$ cat config.mk
export PLATFORM = sky130hd
export DESIGN_NAME = gsm7_septet_codec_unit
export DESIGN_NICKNAME = d
export VERILOG_FILES = /design/src/hw/rtl/gsc_pkg.sv /design/src/hw/rtl/gsm7_septet_codec_unit.sv /design/src/hw/rtl/gsc_front.sv /design/src/hw/rtl/gsc_queue.sv /design/src/hw/rtl/gsc_back.sv
export SDC_FILE = /design/constraint.sdc
export NUM_CORES = 1
export LEC_CHECK = 0
export BUFFER_PORTS_ARGS = -buffer_cell sky130_fd_sc_hd__buf_2
export CAP_MARGIN = 20
export CELL_PAD_IN_SITES_DETAIL_PLACEMENT = 2
export CELL_PAD_IN_SITES_GLOBAL_PLACEMENT = 2
export CORE_ASPECT_RATIO = 1.75
export CORE_UTILIZATION = 31
export CTS_CLUSTER_DIAMETER = 30
export DETAILED_ROUTE_END_ITERATION = 7
export PLACE_DENSITY = 0.69
export SLEW_MARGIN = 10
export SYNTH_ARGS = -nofsm -noshare
export SYNTH_HDL_FRONTEND = slang
export SYNTH_HIERARCHICAL = 1
export SYNTH_SLANG_ARGS = --single-unit
export TNS_END_PERCENT = 30
$ cat constraint.sdc
create_clock -name i_clk -period 6.76 [get_ports i_clk]
set_clock_uncertainty 0.2 [all_clocks]
set_input_delay 0.338 -clock i_clk [delete_from_list [all_inputs] [get_ports i_clk]]
set_output_delay 0.338 -clock i_clk [all_outputs]
set_load 0.02 [all_outputs]
$ cat src/hw/rtl/gsc_pkg.sv
// ---------------------------------------------------------------------------
// gsc_pkg
// shared types and constants of the gsm 7-bit septet codec
// ---------------------------------------------------------------------------
package gsc_pkg;

    localparam int DATA_W  = 8;
    localparam int SEPT_W  = 7;
    localparam int BUF_W   = 16;
    localparam int HELD_W  = 9;
    localparam int CNT_W   = 8;
    localparam int Q_AW    = 2;
    localparam int Q_DEPTH = 1 << Q_AW;

    typedef enum logic {
        DIR_PACK   = 1'b0,
        DIR_UNPACK = 1'b1
    } t_dir;

    typedef enum logic {
        CFG_DIRECTION    = 1'b0,
        CFG_SEPTET_COUNT = 1'b1
    } t_cfg_idx;

    typedef struct packed {
        logic [DATA_W-1:0] data;
        logic              last;
        logic              shrt;
    } t_res;

    // one request worth of results, one or two of them
    typedef struct packed {
        logic [1:0] cnt;
        t_res       r1;
        t_res       r0;
    } t_entry;

    typedef struct packed {
        logic full;
        logic empty;
    } t_q_stat;

endpackage

$ cat src/hw/rtl/gsm7_septet_codec_unit.sv
// ---------------------------------------------------------------------------
// gsm7_septet_codec_unit
// streaming gsm 7-bit packer and unpacker
// ---------------------------------------------------------------------------
// input stream s_axis carries characters (pack) or octets (unpack), with
// tlast on the final item of a message. output stream m_axis carries
// octets or septets, tlast on the final result, tuser flagging an unpack
// message that ended before the septet count was reached.
// the config port writes direction (index 0, clears the accumulator) and
// septet count (index 1); write only while no message is in flight.
// each request yields zero, one or two results. the first result goes
// through the queue and the output register before it shows on m_axis.
// the front takes one request per cycle while the queue has room; the
// output register drains one result per cycle while m_axis is ready.
// a four-entry queue between front and back absorbs bursts; when m_axis
// stalls the queue fills and s_axis_tready drops. reset clears the control
// registers, accumulator and queue, leaving pack mode, septet count zero.
// ---------------------------------------------------------------------------
module gsm7_septet_codec_unit
    import gsc_pkg::*;
(
    input  logic              i_clk,
    input  logic              i_rst_n,
    input  logic              i_cfg_we,
    input  logic              i_cfg_idx,
    input  logic [CNT_W-1:0]  i_cfg_wdata,
    input  logic              s_axis_tvalid,
    output logic              s_axis_tready,
    input  logic [DATA_W-1:0] s_axis_tdata,   // data_in
    input  logic              s_axis_tlast,
    output logic              m_axis_tvalid,
    input  logic              m_axis_tready,
    output logic [DATA_W-1:0] m_axis_tdata,   // data_out
    output logic              m_axis_tlast,
    output logic              m_axis_tuser    // short_input
);

    t_q_stat q_stat;
    t_entry  push_entry;
    t_entry  head;
    logic    push;
    logic    pop;

    gsc_front u_front (
        .i_clk       (i_clk),
        .i_rst_n     (i_rst_n),
        .i_cfg_we    (i_cfg_we),
        .i_cfg_idx   (i_cfg_idx),
        .i_cfg_wdata (i_cfg_wdata),
        .i_tvalid    (s_axis_tvalid),
        .o_tready    (s_axis_tready),
        .i_tdata     (s_axis_tdata),
        .i_tlast     (s_axis_tlast),
        .i_q_stat    (q_stat),
        .o_push      (push),
        .o_entry     (push_entry)
    );

    gsc_queue u_queue (
        .i_clk   (i_clk),
        .i_rst_n (i_rst_n),
        .i_push  (push),
        .i_entry (push_entry),
        .i_pop   (pop),
        .o_head  (head),
        .o_stat  (q_stat)
    );

    gsc_back u_back (
        .i_clk    (i_clk),
        .i_rst_n  (i_rst_n),
        .i_head   (head),
        .i_q_stat (q_stat),
        .o_pop    (pop),
        .o_tvalid (m_axis_tvalid),
        .i_tready (m_axis_tready),
        .o_tdata  (m_axis_tdata),
        .o_tlast  (m_axis_tlast),
        .o_tuser  (m_axis_tuser)
    );

endmodule

$ cat src/hw/rtl/gsc_front.sv
// ---------------------------------------------------------------------------
// gsc_front
// accepts requests, runs the bit accumulator and builds result entries
// ---------------------------------------------------------------------------
module gsc_front
    import gsc_pkg::*;
(
    input  logic              i_clk,
    input  logic              i_rst_n,
    input  logic              i_cfg_we,
    input  logic              i_cfg_idx,
    input  logic [CNT_W-1:0]  i_cfg_wdata,
    input  logic              i_tvalid,
    output logic              o_tready,
    input  logic [DATA_W-1:0] i_tdata,
    input  logic              i_tlast,
    input  t_q_stat           i_q_stat,
    output logic              o_push,
    output t_entry            o_entry
);

    t_dir               r_dir, n_dir;
    logic [CNT_W-1:0]   r_count, n_count;
    logic [BUF_W-1:0]   r_buf, n_buf;
    logic [HELD_W-1:0]  r_held, n_held;
    logic [CNT_W-1:0]   r_done, n_done;

    logic               accept;

    logic [BUF_W-1:0]   p_tmp, p_buf1;
    logic [HELD_W-1:0]  p_hsum, p_held1;
    logic               p_e1, p_flush;

    logic [23:0]        u_tmp;
    logic [HELD_W-1:0]  u_hsum;
    logic [CNT_W:0]     u_d1, u_d2, u_cnt9, u_done_new;
    logic               u_act, u_e2, u_short;

    assign o_tready = !i_q_stat.full;
    assign accept   = i_tvalid && o_tready;

    // pack path
    always_comb begin
        p_tmp   = r_buf | (BUF_W'(i_tdata[SEPT_W-1:0]) << r_held[3:0]);
        p_hsum  = r_held + HELD_W'(SEPT_W);
        p_e1    = p_hsum >= HELD_W'(DATA_W);
        p_buf1  = p_e1 ? (p_tmp >> DATA_W) : p_tmp;
        p_held1 = p_e1 ? (p_hsum - HELD_W'(DATA_W)) : p_hsum;
        p_flush = i_tlast && (p_held1 != '0);
    end

    // unpack path
    always_comb begin
        u_tmp      = 24'(r_buf) | (24'(i_tdata) << r_held[3:0]);
        u_hsum     = r_held + HELD_W'(DATA_W);
        u_cnt9     = {1'b0, r_count};
        u_d1       = {1'b0, r_done} + (CNT_W+1)'(1);
        u_d2       = {1'b0, r_done} + (CNT_W+1)'(2);
        u_act      = r_done < r_count;
        u_e2       = (u_hsum >= HELD_W'(2 * SEPT_W)) && (u_d1 < u_cnt9);
        u_done_new = u_e2 ? u_d2 : u_d1;
        u_short    = i_tlast && (u_done_new < u_cnt9);
    end

    always_comb begin
        o_entry = '0;
        if (r_dir == DIR_PACK) begin
            o_entry.r0.data = p_tmp[DATA_W-1:0];
            o_entry.r0.last = i_tlast && !(p_e1 && p_flush);
            o_entry.r1.data = p_buf1[DATA_W-1:0];
            o_entry.r1.last = 1'b1;
            o_entry.cnt     = 2'(p_e1) + 2'(p_flush);
        end else begin
            o_entry.r0.data = {1'b0, u_tmp[SEPT_W-1:0]};
            o_entry.r0.last = (u_d1 == u_cnt9) || (u_short && !u_e2);
            o_entry.r0.shrt = u_short && !u_e2;
            o_entry.r1.data = {1'b0, u_tmp[2*SEPT_W-1:SEPT_W]};
            o_entry.r1.last = (u_d2 == u_cnt9) || u_short;
            o_entry.r1.shrt = u_short;
            o_entry.cnt     = u_act ? (u_e2 ? 2'd2 : 2'd1) : 2'd0;
        end
    end

    assign o_push = accept && (o_entry.cnt != 2'd0);

    always_comb begin
        n_dir   = r_dir;
        n_count = r_count;
        n_buf   = r_buf;
        n_held  = r_held;
        n_done  = r_done;
        if (i_cfg_we) begin
            unique case (t_cfg_idx'(i_cfg_idx))
                CFG_DIRECTION: begin
                    n_dir  = t_dir'(i_cfg_wdata[0]);
                    n_buf  = '0;
                    n_held = '0;
                    n_done = '0;
                end
                CFG_SEPTET_COUNT: begin
                    n_count = i_cfg_wdata;
                end
                default: begin
                    n_count = r_count;
                end
            endcase
        end else if (accept) begin
            if (i_tlast) begin
                n_buf  = '0;
                n_held = '0;
                n_done = '0;
            end else if (r_dir == DIR_PACK) begin
                n_buf  = p_buf1;
                n_held = p_held1;
            end else if (u_act) begin
                n_buf  = u_e2 ? BUF_W'(u_tmp >> (2 * SEPT_W)) : BUF_W'(u_tmp >> SEPT_W);
                n_held = u_hsum - (u_e2 ? HELD_W'(2 * SEPT_W) : HELD_W'(SEPT_W));
                n_done = u_done_new[CNT_W-1:0];
            end
        end
    end

    always_ff @(posedge i_clk) begin
        if (!i_rst_n) begin
            r_dir   <= DIR_PACK;
            r_count <= '0;
            r_buf   <= '0;
            r_held  <= '0;
            r_done  <= '0;
        end else begin
            r_dir   <= n_dir;
            r_count <= n_count;
            r_buf   <= n_buf;
            r_held  <= n_held;
            r_done  <= n_done;
        end
    end

endmodule

$ cat src/hw/rtl/gsc_queue.sv
// ---------------------------------------------------------------------------
// gsc_queue
// short fifo of result entries between front and back
// ---------------------------------------------------------------------------
module gsc_queue
    import gsc_pkg::*;
(
    input  logic    i_clk,
    input  logic    i_rst_n,
    input  logic    i_push,
    input  t_entry  i_entry,
    input  logic    i_pop,
    output t_entry  o_head,
    output t_q_stat o_stat
);

    t_entry            r_mem [Q_DEPTH];
    logic [Q_AW-1:0]   r_wp, n_wp;
    logic [Q_AW-1:0]   r_rp, n_rp;
    logic [Q_AW:0]     r_cnt, n_cnt;
    logic              do_push, do_pop;

    assign o_stat.full  = r_cnt == (Q_AW+1)'(Q_DEPTH);
    assign o_stat.empty = r_cnt == '0;
    assign do_push      = i_push && !o_stat.full;
    assign do_pop       = i_pop && !o_stat.empty;
    assign o_head       = r_mem[r_rp];

    always_comb begin
        n_wp  = do_push ? r_wp + Q_AW'(1) : r_wp;
        n_rp  = do_pop ? r_rp + Q_AW'(1) : r_rp;
        n_cnt = r_cnt + (Q_AW+1)'(do_push) - (Q_AW+1)'(do_pop);
    end

    always_ff @(posedge i_clk) begin
        if (do_push) begin
            r_mem[r_wp] <= i_entry;
        end
    end

    always_ff @(posedge i_clk) begin
        if (!i_rst_n) begin
            r_wp  <= '0;
            r_rp  <= '0;
            r_cnt <= '0;
        end else begin
            r_wp  <= n_wp;
            r_rp  <= n_rp;
            r_cnt <= n_cnt;
        end
    end

endmodule

$ cat src/hw/rtl/gsc_back.sv
// ---------------------------------------------------------------------------
// gsc_back
// unrolls queued entries into single results behind an output register
// ---------------------------------------------------------------------------
module gsc_back
    import gsc_pkg::*;
(
    input  logic              i_clk,
    input  logic              i_rst_n,
    input  t_entry            i_head,
    input  t_q_stat           i_q_stat,
    output logic              o_pop,
    output logic              o_tvalid,
    input  logic              i_tready,
    output logic [DATA_W-1:0] o_tdata,
    output logic              o_tlast,
    output logic              o_tuser
);

    logic  r_valid, n_valid;
    logic  r_sel, n_sel;
    t_res  r_res;
    t_res  cur;
    logic  load;

    assign load  = (!r_valid || i_tready) && !i_q_stat.empty;
    assign cur   = r_sel ? i_head.r1 : i_head.r0;
    assign o_pop = load && (r_sel || (i_head.cnt != 2'd2));

    always_comb begin
        n_sel   = load ? !o_pop : r_sel;
        n_valid = load ? 1'b1 : (r_valid && !i_tready);
    end

    always_ff @(posedge i_clk) begin
        if (load) begin
            r_res <= cur;
        end
    end

    always_ff @(posedge i_clk) begin
        if (!i_rst_n) begin
            r_valid <= 1'b0;
            r_sel   <= 1'b0;
        end else begin
            r_valid <= n_valid;
            r_sel   <= n_sel;
        end
    end

    assign o_tvalid = r_valid;
    assign o_tdata  = r_res.data;
    assign o_tlast  = r_res.last;
    assign o_tuser  = r_res.shrt;

endmodule
=== Word level (Yosys, flattened, before mapping) ===
Memory sizes are Yosys's and may differ from the RTL's. A register that Yosys moved wholly into a read port is not among the register bits.
Index checks and enable logic that the tools add are counted.

* Output and inout bits: 12
* Word-level logic and storage cells: 110
* Input port bits: 23
* Bits in latches: 0
* Memories: 1
* Register bits after elaboration: 61
* Memory bits (read-only): 0
* Memory bits (writable): 88

{| class="wikitable"
|+ Memories
! memory !! words !! bits a word !! read ports !! clocked after Yosys merged registers in !! write ports !! line !! text
|-
| u_queue.r_mem || 4 || 22 || 1 || 1 || 1 || gsc_queue.sv:17 || <nowiki>t_entry r_mem [Q_DEPTH];</nowiki>
|}

* Add/sub/neg operators: 11
* Bitwise logic cells: 3
* Muxes and demuxes: 35
* Magnitude comparators: 5
* Equality and inequality tests: 6
* Reductions and logical operators: 34
* Shifts and indexed selects: 2
* $mul: 0
* Divide/modulo/power cells: 0

{| class="wikitable"
|+ Operators with widths
! kind !! count
|-
| two-way mux 16 bit || 8
|-
| two-way mux 9 bit || 9
|-
| two-way mux 8 bit || 6
|-
| bitwise OR 16 x 24 -> 24 bit || 1
|-
| left shift 8 x 4 -> 24 bit || 1
|-
| == test 9 x 8 -> 1 bit || 2
|-
| >= comparator 9 x 4 -> 1 bit (second input constant) || 2
|-
| less-than comparator 9 x 8 -> 1 bit || 2
|-
| bitwise OR 16 bit || 1
|-
| left shift 7 x 4 -> 16 bit || 1
|-
| logical AND 1 bit || 13
|-
| two-way mux 11 bit || 1
|-
| two-way mux 10 bit || 1
|-
| adder 8 x 1 -> 9 bit (second input constant) || 1
|-
| adder 8 x 2 -> 9 bit (second input constant) || 1
|-
| adder 9 x 3 -> 9 bit (second input constant) || 1
|-
| adder 9 x 4 -> 9 bit (second input constant) || 1
|-
| nonzero test 9 bit || 1
|-
| subtractor 9 x 4 -> 9 bit (second input constant) || 1
|-
| subtractor 9 bit || 1
|-
| less-than comparator 8 bit || 1
|-
| two-way mux 2 bit || 4
|-
| zero test 1 bit || 7
|-
| nonzero test 3 bit || 2
|-
| 16 further kinds || 27
|}

=== Logic depth before layout (Yosys ltp) ===
* Depth in word-level cells: 13
* Gate-level depth with buffers: 30
* Gate-level depth less buffers: 23

=== Hierarchy ===
Netlist, hierarchy kept.

{| class="wikitable"
|+ By module, submodules not included
! module !! cells each !! area an instance (sq um) !! instances !! seq. area each (sq um)
|-
| gsc_front || 578 || 4311.6 || 1 || 840.8
|-
| gsc_queue || 165 || 3669.8 || 1 || 2822.7
|-
| gsc_back || 32 || 566.8 || 1 || 340.3
|}

=== Least setup slack after synthesis ===
No wires, ideal clock.

* Path kind: register -> register
* From: register u_front.r_held[1]
* To: register u_queue.r_cnt[2]
* Data arrival time: 5349 ps
* Path buffers: 7
* Clock period less this slack: 5664 ps
* Stages on the path, launching flop included: 31
* Data required time: 6445 ps
* Setup time: 115 ps
* Slack: 1096 ps
* Cell sequence: dfxtp_1 > buf_2 > buf_1 > clkbuf_1 > inv_1 > ha_1 > nand2b_1 > nand2_1 > xnor2_1 > inv_1 > ha_1 > nand2_1 > or4_1 > buf_2 > buf_6 > buf_2 > o22ai_1 > a21boi_0 > ha_1 > o2bb2ai_1 > o21ba_1 > nor2b_1 > buf_6 > inv_1 > ha_1 > inv_1 > ha_1 > fa_1 > xnor2_1 > xnor2_1 > and2_1

{| class="wikitable"
|+ RTL lines
! item !! line !! text
|-
| start: declaration || gsc_front.sv:25 || <nowiki>logic [HELD_W-1:0] r_held, n_held;</nowiki>
|-
| start signal: assignment || gsc_front.sv:134 || <nowiki>r_held <= n_held;</nowiki>
|-
| end signal: assignment || gsc_queue.sv:49 || <nowiki>r_cnt <= n_cnt;</nowiki>
|-
| end: declaration || gsc_queue.sv:20 || <nowiki>logic [Q_AW:0] r_cnt, n_cnt;</nowiki>
|}

==> impl_metrics.toml <==
[routing]
ant_nets = 0
drtPass1Iterations = 6
dr_total_vias = 6248
detail_route.wl_per_cell_um = 21.4
drc_errors = 0
vias_per_cell = 5.24
wirelength_um = 25500
drtIter0Drc = 249

[die]
rows = 80
dieHeight_um = 222
die-area_um2 = 28300
io_pins = 35
die_x_um = 128
start_util_pct = 31.4
coreArea_um2 = 27200

[critical_path]
crit_family = "adder cells"
r2r_start = "u_front/r_held[0]$_SDFFE_PN0P_"
crit_type = "flop to flop"
cp_max_fo = 9
cp-end-kind = "flop"
cpPeakStageDelay_ns = 0.62
cp.arrival_ns = 5.61
path_buf_inv = 5
timing.critical_path.cells = "clkinv_1 > ha_1 > nand2b_1 > nand2_1 > xnor2_1 > inv_1 > ha_1 > nand2_1 > or4_1 > o22ai_1 > a21boi_0 > ha_1 > o2bb2ai_1 > o21ba_1 > nor2b_1 > buf_4 > inv_1 > ha_1 > inv_1 > ha_1 > fa_1 > xnor2_1 > xnor2_1 > and2_1"
r2r_setup_slack_ns = 1.28
r2r-end = "u_queue/r_cnt[2]$_SDFF_PN0_"
ff2ff_path_depth = 24
slowest_stage = "or4_1"
cp.required_ns = 6.89
start_kind = "flop"
critPathMostFrequentCell = "ha_1"

[cts]
cts_hold_buf = 8
clockBufferDepth = 2
numClockSinks = 151
cts_made_buffers = 17
cts_max_level = 4
ctsResizeCount = 0
ctsRootBufferMaster = "clkbuf_16"
tritoncts = "yes"
path_clk_slew_ns = 0.07
post-cts-setup-buffers = 0
clock_latency_ns = 0.44

[layout]
fillers = 2980
nets = 875
antennaDiodeCount = 0
drive_gt1_share_pct = 16.9
stdcell_count = 1193
syn_to_final_growth_pct = 14.2
utilization_pct = 35.9

[run_status]
status = "complete, no violations"

[job]
cap_viol_max_count = 0

[sta]
post-route-period-util_pct = 81.1
hold_slack_ns = 0.0363
worstMarginPinSlew_ns = 1.11
hold_viol_final = 0
fin_crit_ns = 5.48
fmax_ghz = 0.182
slew_headroom_pct = 25.7
rsz0062_at_grt = "no"
setup_tns_ns = 0
report.final.slew_viol_count = 0
setup-violations-final = 0

[grt]
grt_start_max_net_pins = 34
grt_remaining_overflow = 0
antenna_found_initial = 0
grtUsageTotal_pct = 19.1
grt_pass1_wl_um = 39900
first_global_vias = 6826

[yosys]
synth-seq-area-share_pct = 46.8
synthDistinctLibCells = 77
synth_edf_count = 98
synth_cells = 775
async_reset_ff_share_pct = 0
synth_area_um2 = 8550
synthFlopType = "edfxtp_1"
synth_seq_cells = 151
syn-num-nets = 839
synth_warnings = 6
syn_avg_cell_area_um2 = 11.0

[pwr]
powerDensity_nw_per_um2 = 321
peakVddDrop_mv = 0.208
leakage_nw = 3.49

[placement]
dp_cells = 1152
dp_hpwl_um = 18900
portBuffers = 34
gp_congestion = 0.802

[min_path]
worstHoldStart = "m_axis_tready"
hp-class = "input pin to flop"
holdPathEnd = "u_back/o_tvalid$_SDFF_PN0_"
holdPathStages = 3
==> cell usage in the layout, fill, tap and decap left out, types with 13 or more instances in the layout <==
cell	Yosys	final
nor2_1	57	57
nor2b_1	14	14
mux4_2	22	22
ha_1	40	40
xnor2_1	24	24
edfxtp_1	98	98
nand2_1	68	68
mux2i_1	20	20
o21ai_0	17	17
o211ai_1	15	15
buf_4	2	18
inv_1	25	25
clkbuf_16	0	17
nand3_1	25	25
o21ai_1	13	13
nor3_1	21	21
buf_2	9	34
dfxtp_1	53	53
a21oi_1	36	36
xor2_1	17	17
==> sequential cells by signal, indices dropped and copies added (netlist names), 2 cells and up, named ones only <==
signal / cells
u_queue/r_rp: 2
u_front/r_held: 9
u_back/o_tdata: 8
u_queue/r_cnt: 3
u_queue/r_mem: 88
u_queue/r_wp: 2
u_front/r_done: 8
u_front/r_buf: 16
u_front/r_count: 8
==> stage by stage <==
step	power, mW	setup slack (ns)	cell area [um2]
after floorplan	1.91	1.10	8550
after global placement	2.14	1.41	9060
after detailed placement	2.18	1.27	9060
after CTS	3.19	1.25	9750
after global routing	3.29	0.859	9760
final	3.13	1.28	9760
==> where the power goes <==
part / internal (mW) / total, mW / switching [mW]
clock: 0.559 / 0.994 / 0.434
combinational: 0.381 / 0.906 / 0.525
sequential: 1.17 / 1.23 / 0.0609
==> logic make-up after synthesis <==
logic type	after synthesis	synth area share [%]
xor+xnor	41	4.20
compound gates	171	13.6
simple gates	240	13.9
buf+inv	72	4.26
fa+ha+maj	41	6.09
flops	151	46.8
mux	59	11.2
==> how the worst max path moves through the flow <==
| stage | to | depth (start not counted) | startpoint | slack [ns] |
|---|---|---|---|---|
| finish | u_queue/r_cnt[2]$_SDFF_PN0_ | 24 | u_front/r_held[0]$_SDFFE_PN0P_ | 1.28 |
| global route | u_queue/r_cnt[2]$_SDFF_PN0_ | 24 | u_front/r_held[0]$_SDFFE_PN0P_ | 0.86 |
| CTS | u_queue/r_cnt[2]$_SDFF_PN0_ | 24 | u_front/r_held[0]$_SDFFE_PN0P_ | 1.25 |
| detailed placement | u_queue/r_cnt[2]$_SDFF_PN0_ | 24 | u_front/r_held[0]$_SDFFE_PN0P_ | 1.27 |
| global placement | u_queue/r_cnt[2]$_SDFF_PN0_ | 22 | u_front/r_done[1]$_SDFFE_PN0P_ | 1.41 |
| floorplan | u_queue/r_cnt[2]$_SDFF_PN0_ | 30 | u_front/r_held[1]$_SDFFE_PN0P_ | 1.10 |
==> worst register-to-register path: cells and delay by family (launching register included) <==
kind / cells / cell delay (ns)
flops: 1 / 0.34
simple gates: 6 / 1.25
compound gates: 4 / 0.77
xor+xnor: 3 / 0.43
fa+ha+maj: 6 / 1.77
buf+inv: 5 / 0.63
==> metal layers <==
layer  part of all wire, %  vias up  track usage, %
met2                    55       86            35.3
li1                      -     2947               -
met3                   1.8       55            3.04
met1                    39     3160            20.2
met4                   4.5        0            10.5
met5                     0        -               0
==> synthesized netlist by cell type (all sizes together) (3+ instances only) <==
| master | number | area share (%) |
|---|---|---|
| or2 | 5 | 0.37 |
| edfxtp | 98 | 34 |
| a21o | 7 | 0.61 |
| nor3 | 23 | 1.5 |
| or3 | 4 | 0.35 |
| inv | 27 | 1.2 |
| buf | 24 | 2.2 |
| nor3b | 4 | 0.47 |
| mux2i | 20 | 2.3 |
| and2 | 9 | 0.66 |
| nand3b | 4 | 0.35 |
| o21ai | 31 | 1.9 |
| a31oi | 5 | 0.37 |
| dfxtp | 53 | 12 |
| clkbuf | 20 | 0.88 |
| mux4 | 24 | 6.4 |
| nand3 | 25 | 1.5 |
| ha | 40 | 5.9 |
| nand4 | 9 | 0.66 |
| xnor2 | 24 | 2.5 |
| nand2b | 7 | 0.51 |
| o21bai | 5 | 0.44 |
| nor2b | 14 | 1.0 |
| o22ai | 8 | 0.59 |
| o31ai | 3 | 0.32 |
| o21a | 8 | 0.70 |
| nor2 | 57 | 2.5 |
| a22o | 5 | 0.51 |
| or4 | 3 | 0.26 |
| a22oi | 11 | 0.97 |
| o211ai | 16 | 1.5 |
| a21oi | 36 | 2.1 |
| a21boi | 15 | 1.4 |
| xor2 | 17 | 1.7 |
| o21ba | 4 | 0.47 |
| nand2 | 68 | 3.0 |
| mux2 | 15 | 2.4 |
==> area by class of cell <==
type                       instances  area, um2  share of cell area [%]
multi-input combinational        552       4180                    42.9
sequential                       151       4000                    41.0
tap                              369        462                    4.73
clock buffer                      17        425                    4.36
timing repair buffer              61        398                    4.08
clock inverter                    15        184                    1.88
inverter                          28        105                    1.08
Note: power is estimated with default switching activity, not from simulation.
